File: config.mk
export PLATFORM = sky130hd
export DESIGN_NAME = arpc_ctrl
export DESIGN_NICKNAME = d
export VERILOG_FILES = /design/src/design/arpc_pkg.sv /design/src/design/arpc_ctrl.sv
export SDC_FILE = /design/constraint.sdc
export NUM_CORES = 1
export LEC_CHECK = 0
export BUFFER_PORTS_ARGS = -buffer_cell sky130_fd_sc_hd__buf_2
export CORE_MARGIN = 10
export CORE_UTILIZATION = 38
export DETAILED_ROUTE_END_ITERATION = 16
export PLACE_DENSITY = 0.8
export SLEW_MARGIN = 20
export SYNTH_ARGS = -nofsm -noshare
export SYNTH_HDL_FRONTEND = slang
export SYNTH_SLANG_ARGS = --single-unit
File: constraint.sdc
create_clock -name clk -period 1.4 [get_ports clk]
set_input_delay 0.14 -clock clk [delete_from_list [all_inputs] [get_ports clk]]
set_output_delay 0.14 -clock clk [all_outputs]
set_load 0.03 [all_outputs]
File: src/design/arpc_pkg.sv
// shared types and codes of the arp resolver
package arpc_pkg;

  localparam logic [1:0] OP_SEND = 2'd0;
  localparam logic [1:0] OP_RECV = 2'd1;
  localparam logic [1:0] OP_TICK = 2'd2;

  localparam logic [1:0] FRAME_IPV4 = 2'd0;
  localparam logic [1:0] FRAME_ARP  = 2'd1;

  localparam logic [1:0] KIND_DELIVER = 2'd0;
  localparam logic [1:0] KIND_IPV4    = 2'd1;
  localparam logic [1:0] KIND_REQUEST = 2'd2;
  localparam logic [1:0] KIND_REPLY   = 2'd3;

  localparam logic [15:0] ARP_OPC_REQUEST = 16'd1;
  localparam logic [15:0] ARP_OPC_REPLY   = 16'd2;

  localparam logic [1:0] REG_OWN_MAC  = 2'd0;
  localparam logic [1:0] REG_OWN_IP   = 2'd1;
  localparam logic [1:0] REG_RETRY    = 2'd2;
  localparam logic [1:0] REG_LIFETIME = 2'd3;

  localparam logic [15:0] RETRY_RESET    = 16'd5000;
  localparam logic [19:0] LIFETIME_RESET = 20'd30000;
  localparam logic [47:0] MAC_BROADCAST  = 48'hFFFF_FFFF_FFFF;

  // commands from the controller to the datapath
  typedef struct packed {
    logic load;       // capture the input item
    logic clr;        // restart a scan
    logic cscan;      // one cache entry of search
    logic pscan;      // one pending entry of search
    logic tscan;      // one cache entry of expiry
    logic tick_now;   // advance time
    logic emit_fwd;   // ipv4 frame on cache hit
    logic emit_dlv;   // deliver received datagram
    logic send_fin;   // request, pending stamp and queue append
    logic learn;      // write cache, maybe answer
    logic fstep;      // one queue entry of flush
    logic fend;       // close flush, repack count
    logic finish;     // push staged result as last
  } cmd_t;

  // status from the datapath to the controller
  typedef struct packed {
    logic [1:0] op;
    logic       dlv_ok;
    logic       arp_ok;
    logic       hit;
    logic       c_last;
    logic       p_last;
    logic       q_end;
    logic       do_flush;
    logic       can_emit;
    logic       out_free;
    logic       stg_v;
  } sts_t;

endpackage

File: src/design/arpc_ctrl.sv
// controller state machine of the arp resolver
module arpc_ctrl (
  input  logic            clk,
  input  logic            rst_n,
  input  logic            in_valid,
  output logic            in_ready,
  input  arpc_pkg::sts_t  sts,
  output arpc_pkg::cmd_t  cmd
);

  typedef enum logic [3:0] {
    S_IDLE, S_DISP, S_CSCAN, S_CHIT, S_PSCAN, S_SFIN, S_LEARN, S_FLUSH, S_DRAIN, S_TSCAN
  } state_t;

  state_t state_r, state_nxt;

  always_comb begin
    state_nxt = state_r;
    cmd       = '0;
    case (state_r)
      S_IDLE: begin
        if (in_valid) begin
          cmd.load  = 1'b1;
          state_nxt = S_DISP;
        end
      end
      S_DISP: begin
        case (sts.op)
          arpc_pkg::OP_SEND: begin
            cmd.clr   = 1'b1;
            state_nxt = S_CSCAN;
          end
          arpc_pkg::OP_RECV: begin
            if (sts.dlv_ok) begin
              cmd.emit_dlv = 1'b1;
              state_nxt    = S_DRAIN;
            end else if (sts.arp_ok) begin
              cmd.clr   = 1'b1;
              state_nxt = S_CSCAN;
            end else begin
              state_nxt = S_IDLE;
            end
          end
          arpc_pkg::OP_TICK: begin
            cmd.tick_now = 1'b1;
            cmd.clr      = 1'b1;
            state_nxt    = S_TSCAN;
          end
          default: state_nxt = S_IDLE;
        endcase
      end
      S_CSCAN: begin
        cmd.cscan = 1'b1;
        if (sts.c_last) begin
          state_nxt = (sts.op == arpc_pkg::OP_SEND) ? S_CHIT : S_LEARN;
        end
      end
      S_CHIT: begin
        if (sts.hit) begin
          cmd.emit_fwd = 1'b1;
          state_nxt    = S_DRAIN;
        end else begin
          cmd.clr   = 1'b1;
          state_nxt = S_PSCAN;
        end
      end
      S_PSCAN: begin
        cmd.pscan = 1'b1;
        if (sts.p_last) begin
          state_nxt = S_SFIN;
        end
      end
      S_SFIN: begin
        cmd.send_fin = 1'b1;
        state_nxt    = S_DRAIN;
      end
      S_LEARN: begin
        cmd.learn = 1'b1;
        if (sts.do_flush) begin
          cmd.clr   = 1'b1;
          state_nxt = S_FLUSH;
        end else begin
          state_nxt = S_DRAIN;
        end
      end
      S_FLUSH: begin
        if (sts.q_end) begin
          cmd.fend  = 1'b1;
          state_nxt = S_DRAIN;
        end else if (sts.can_emit) begin
          cmd.fstep = 1'b1;
        end
      end
      S_DRAIN: begin
        if (!sts.stg_v) begin
          state_nxt = S_IDLE;
        end else if (sts.out_free) begin
          cmd.finish = 1'b1;
          state_nxt  = S_IDLE;
        end
      end
      S_TSCAN: begin
        cmd.tscan = 1'b1;
        if (sts.c_last) begin
          state_nxt = S_IDLE;
        end
      end
      default: state_nxt = S_IDLE;
    endcase
  end

  assign in_ready = (state_r == S_IDLE);

  always_ff @(posedge clk) begin
    if (!rst_n) begin
      state_r <= S_IDLE;
    end else begin
      state_r <= state_nxt;
    end
  end

endmodule

After elaboration in Yosys (flattened, before gate mapping) --
Cells that the tools add are included.
Operators by class: add/sub/neg operators 0, multipliers 0, divide/modulo/power cells 0, $lt $le $gt $ge 0, eq/ne operators 17, shift operators 0, muxes and demuxes 41, bitwise logic cells 0, reductions and logical operators 4
Operator list (number):
- $mux W4 | 10
- $pmux W4 S10 | 1
- $mux W1 | 24
- $eq A4 B3 Y1 const B | 4
- $pmux W4 S3 | 1
- $ne A2 B2 Y1 const B | 5
- $eq A4 B2 Y1 const B | 2
- $eq A4 B4 Y1 const B | 2
- $reduce_and A6 Y1 | 1
- $eq A4 B1 Y1 const B | 1
- $logic_not A4 Y1 | 1
- $mux W2 | 2
- $mux W3 | 1
- $ne A3 B3 Y1 const B | 1
- $pmux W1 S3 | 1
- $eq A2 B1 Y1 const B | 1
- $eq A2 B2 Y1 const B | 1
- $logic_not A2 Y1 | 1
- $pmux W1 S2 | 1
- $reduce_or A2 Y1 | 1
Storage, ports and cells: flip-flop bits (word level) 4, latch bits 0, memory bits (writable) 0, ROM bits 0, input bits 15, output and inout port bits 14, logic and storage cells 63, memories kept 0

Longest topological paths before layout --
word-level depth 4, gate-level depth with buffers 6, depth with buffers taken out 4

Worst setup path after synthesis --
Ideal clock, no wire load.
path type reg2reg, start reg state_r[1], end reg state_r[0], library setup time 72 ps, arrival time 2045 ps, required time 1328 ps, setup slack -716 ps, cell stages (with the launch flop) 6, path buffers 1, clock period less this slack 2116 ps, cell sequence dfxtp_1 -> buf_2 -> nor4_1 -> nor2b_1 -> a2111o_2 -> mux2i_1
Between the ends: word-level cells in the longest chain between the ends 3, elaborated cells on any way between the ends 18, those cells by class eq/ne (15); mux (1); reduce/logical (2)
Ends and longest elaborated chain:
- start: declaration | RTL line arpc_ctrl.sv:15 | state_t state_r, state_nxt;
- start signal: assignment | RTL line arpc_ctrl.sv:118 | state_r <= state_nxt;
- $logic_not A4 Y1 (*)
- via in_ready | RTL line arpc_ctrl.sv:6 | output logic in_ready,
- $ne A2 B2 Y1 (no source line)
- $reduce_and A6 Y1 (no source line)
Mark *: on every way through the listed nets, which the timed path passes. The rest lies on a longest branch. A chain may end at the register's enable or synchronous reset.

==> run_results.csv <==
group,metric,value,unit
run_status,run_status,"finished with violations",
run_status,failed_checks,"negative setup slack",
sta,final_max_slew_viol_count,0,
place,io_buffer_count,28,
power_and_ir_drop,design_power_total,0.00163,W
floorplan,floorplan.die.width,57.7,um
sta,final.setup.worst_slack,-239,ps
layout,layout.cell_area.non_filler,0.00120,mm^2
detailed_routing,detail_route.iter0.violations,27,
layout,post_route_cells_drive_above_1_share,69.0,%
clock_tree,clock_path_buffers,2,
critical_path,crit_path_end_kind,"primary output",
synthesis,postSynthAreaPerCell,7.00,um^2
place,detailedPlacementHpwl,1440,um
detailed_routing,route.detailed.wl_per_inst,21.0,um
power_and_ir_drop,relative_contribution_of_combinational_cells_to_total_power,78.3,%
critical_path,critPathMaxFanout,10,
sta,number_of_failing_hold_endpoints_at_the_final_stage,0,
floorplan,floorplan.die.height,57.7,um
critical_path,cp_data_arrival_time,1500,ps
clock_tree,cts_made_buffers,3,
sta,skew,1.21,ps
synthesis,synth_nets,92,
clock_tree,cts_tree,"built",
clock_tree,htreeDepth,1,
sta,setup_tns,-1990,ps
place,place.gp.congestion,0.873,
power_and_ir_drop,netSwitchingPower,0.000718,W
critical_path,timing.setup.critical_path_class,"reg2out",
critical_path,regToRegEndpoint,"state_r[2]",
power_and_ir_drop,cell_internal_pwr,0.000908,W
power_and_ir_drop,share_clk_of_total_power,8.7,%
synthesis,number_of_synthesized_register_bits,4,
synthesis,yosys.cell_types.count,33,
synthesis,number_of_instances_in_the_synthesized_netlist,77,
detailed_routing,drtPass1Iterations,4,
power_and_ir_drop,netSwitchingFraction,44.1,%
power_and_ir_drop,power_density,1350,mW/mm^2
min_path,worst_min_delay_path_class,"in2reg",
critical_path,critPathRequiredTime,1260,ps
synthesis,seq_area_frac_synth,14.8,%
layout,fill_cells,56,
detailed_routing,viasPerCell,5.97,
floorplan,floorplan.initialDensity,40.9,%
floorplan,rows,13,
power_and_ir_drop,power.ir.vdd_worst,1290,uV
layout,biggest_regs,"state_r (4)",
sta,layout_worst_path_cycle_share,117,%
critical_path,critical_path.reg2reg.startpoint,"state_r[3]",
layout,nets,146,
clock_tree,cts_root_buf,"sky130_fd_sc_hd__clkbuf_4",
detailed_routing,total_number_of_vias,860,
detailed_routing,detail_route.drc_violations,0,
clock_tree,clk_pin_slew_worst_paths,40,ps
sta,final.min_clock_period,1640,ps
min_path,min_from,"rst_n",
min_path,timing.hold.worst_endpoint,"state_r[3]",
layout,stdcell_count,144,
floorplan,core_region_area,0.00132,mm^2
sta,setup-violations-final,17,
grt,number_of_global_route_vias_before_repair,854,
sta,slew-limit-headroom,74.4,%
detailed_routing,postRouteWirelength,3020,um
critical_path,worst-r2r-cell-count,6,
min_path,worst_hold_path.num_cells,3,
layout,antennaDiodeCount,0,
layout,number_of_flip_flops_in_the_largest_register,4,
critical_path,timing.critical_path.from_type,"flip-flop",
clock_tree,clkLatencyLatePin,230,ps
place,dp_cells,127,
grt,gr-usage-all-layers,13.7,%
synthesis,yosys_warnings,0,
grt,global_route.overflow_total,0,
sta,worst_slew_pin_slew,374,ps
layout,layout.cells.most_common,"sky130_fd_sc_hd__buf_6",
place,place_area,840,um^2
clock_tree,cts_sinks,4,
detailed_routing,final_antenna_net_count,0,
layout,area_delta_synth_final,123,%
synthesis,synth.cell_area,539,um^2
critical_path,r2r_setup_slack,-210,ps
floorplan,pin_count,29,
grt,antenna_found_initial,0,
clock_tree,cts-hold-fix-buffers,0,
layout,layout_common_cells,"sky130_fd_sc_hd__buf_6 (22), sky130_fd_sc_hd__buf_4 (19), sky130_fd_sc_hd__buf_2 (14)",
run,cap_violations,0,
sta,grt_setup_unrepaired,"yes",
grt,grt_first_pass_wirelength,3880,um
grt,grt_start_max_net_pins,11,
floorplan,die_area,0.00333,mm^2
power_and_ir_drop,share_seq_of_total_power,13.0,%
layout,largest-register,"state_r",
power_and_ir_drop,power.leakage,0.549,nW
sta,max_freq,0.610,GHz
-- synthesized netlist by cell type --
cell type / n / area [um^2]
sky130_fd_sc_hd__a2111o_2: 1 / 12.5
sky130_fd_sc_hd__a2111oi_0: 1 / 8.76
sky130_fd_sc_hd__a211oi_1: 1 / 7.51
sky130_fd_sc_hd__a21o_1: 1 / 7.51
sky130_fd_sc_hd__a21oi_1: 3 / 15.0
sky130_fd_sc_hd__a22o_1: 1 / 8.76
sky130_fd_sc_hd__and2_1: 2 / 12.5
sky130_fd_sc_hd__and3b_1: 1 / 8.76
sky130_fd_sc_hd__buf_1: 1 / 3.75
sky130_fd_sc_hd__buf_2: 5 / 25.0
sky130_fd_sc_hd__dfxtp_1: 4 / 80.1
sky130_fd_sc_hd__inv_1: 4 / 15.0
sky130_fd_sc_hd__mux2i_1: 3 / 30.0
sky130_fd_sc_hd__nand2_1: 7 / 26.3
sky130_fd_sc_hd__nand2b_1: 4 / 25.0
sky130_fd_sc_hd__nand2b_2: 1 / 8.76
sky130_fd_sc_hd__nand3b_1: 3 / 22.5
sky130_fd_sc_hd__nand4b_1: 1 / 8.76
sky130_fd_sc_hd__nor2_1: 6 / 22.5
sky130_fd_sc_hd__nor2b_1: 5 / 31.3
sky130_fd_sc_hd__nor3_1: 3 / 15.0
sky130_fd_sc_hd__nor3b_1: 2 / 15.0
sky130_fd_sc_hd__nor4_1: 3 / 18.8
sky130_fd_sc_hd__nor4b_1: 1 / 8.76
sky130_fd_sc_hd__o211ai_1: 1 / 7.51
sky130_fd_sc_hd__o21a_1: 2 / 15.0
sky130_fd_sc_hd__o21ai_0: 4 / 20.0
sky130_fd_sc_hd__o31ai_1: 1 / 7.51
sky130_fd_sc_hd__o41ai_2: 1 / 16.3
sky130_fd_sc_hd__or2_2: 1 / 6.26
sky130_fd_sc_hd__or3_1: 1 / 6.26
sky130_fd_sc_hd__or3b_1: 1 / 8.76
sky130_fd_sc_hd__or4b_4: 1 / 13.8
-- cell type report --
cell class	instances	area [um^2]	share of cell area (%)
clock buffers	3	22.5	1.87
multi-input cells	63	591	49.1
well taps	15	18.8	1.56
repair buffers	55	460	38.3
inverters	4	15.0	1.25
flip-flops and latches	4	95.1	7.91
-- stage by stage --
| step | hold WS, ps | setup slack [ps] | util [%] |
|---|---|---|---|
| after floorplan | 249 | -113 | - |
| after detailed placement | 412 | -118 | 63.7 |
| after global placement | 410 | -50.7 | 63.7 |
| after CTS | 182 | -206 | 82.1 |
| final | 226 | -239 | 91.3 |
| after global routing | 224 | -287 | 91.3 |
-- layer usage --
layer / routed length (um) / GRT usage (%)
met5: 0 / 0
met4: 112 / 4.03
met3: 196 / 5.01
met2: 1430 / 23.8
met1: 1280 / 15.1
-- cell families (layout without fill, tap and decap cells) --
family | after synthesis | after routing | share of synthesized area, %
muxes | 3 | 3 | 5.57
AOI/OAI and AO/OA | 17 | 17 | 23.4
and+or+nand+nor | 43 | 43 | 48.0
DFF | 4 | 4 | 14.8
buffers and inverters | 10 | 62 | 8.12
-- critical path: stages (launching register included) --
cell                      delay (ps)
sky130_fd_sc_hd__dfxtp_4         370
sky130_fd_sc_hd__buf_4           190
sky130_fd_sc_hd__nor3b_1         350
sky130_fd_sc_hd__o21ai_2         140
sky130_fd_sc_hd__o21ai_4          80
sky130_fd_sc_hd__buf_6           140
-- power groups by stage --
stage	clock, W	sequential [W]	combinational (W)
finish	0.000141	0.000211	0.00127
global route	0.000156	0.000212	0.00134
CTS	0.000138	0.000207	0.00104
detailed placement	0	0.000206	0.000755
global placement	0	0.000199	0.000751
floorplan	0	0.000178	0.000554
-- timing repair --
| action | in CTS | in global routing |
|---|---|---|
| pin swaps | 10 | 10 |
| setup endpoints to repair | 18 | 18 |
| setup buffers | 10 | 4 |
| resized for setup | 42 | 23 |
-- how the worst max path moves through the flow --
stage,cells past startpoint,start,end
finish,5,state_r[2],cmd[11]
floorplan,4,state_r[1],cmd[1]
global placement,4,state_r[1],state_r[3]
CTS,3,state_r[3],cmd[11]
detailed placement,4,state_r[1],state_r[3]
global route,5,state_r[2],cmd[11]
Note: power is estimated with default switching activity, not from simulation.
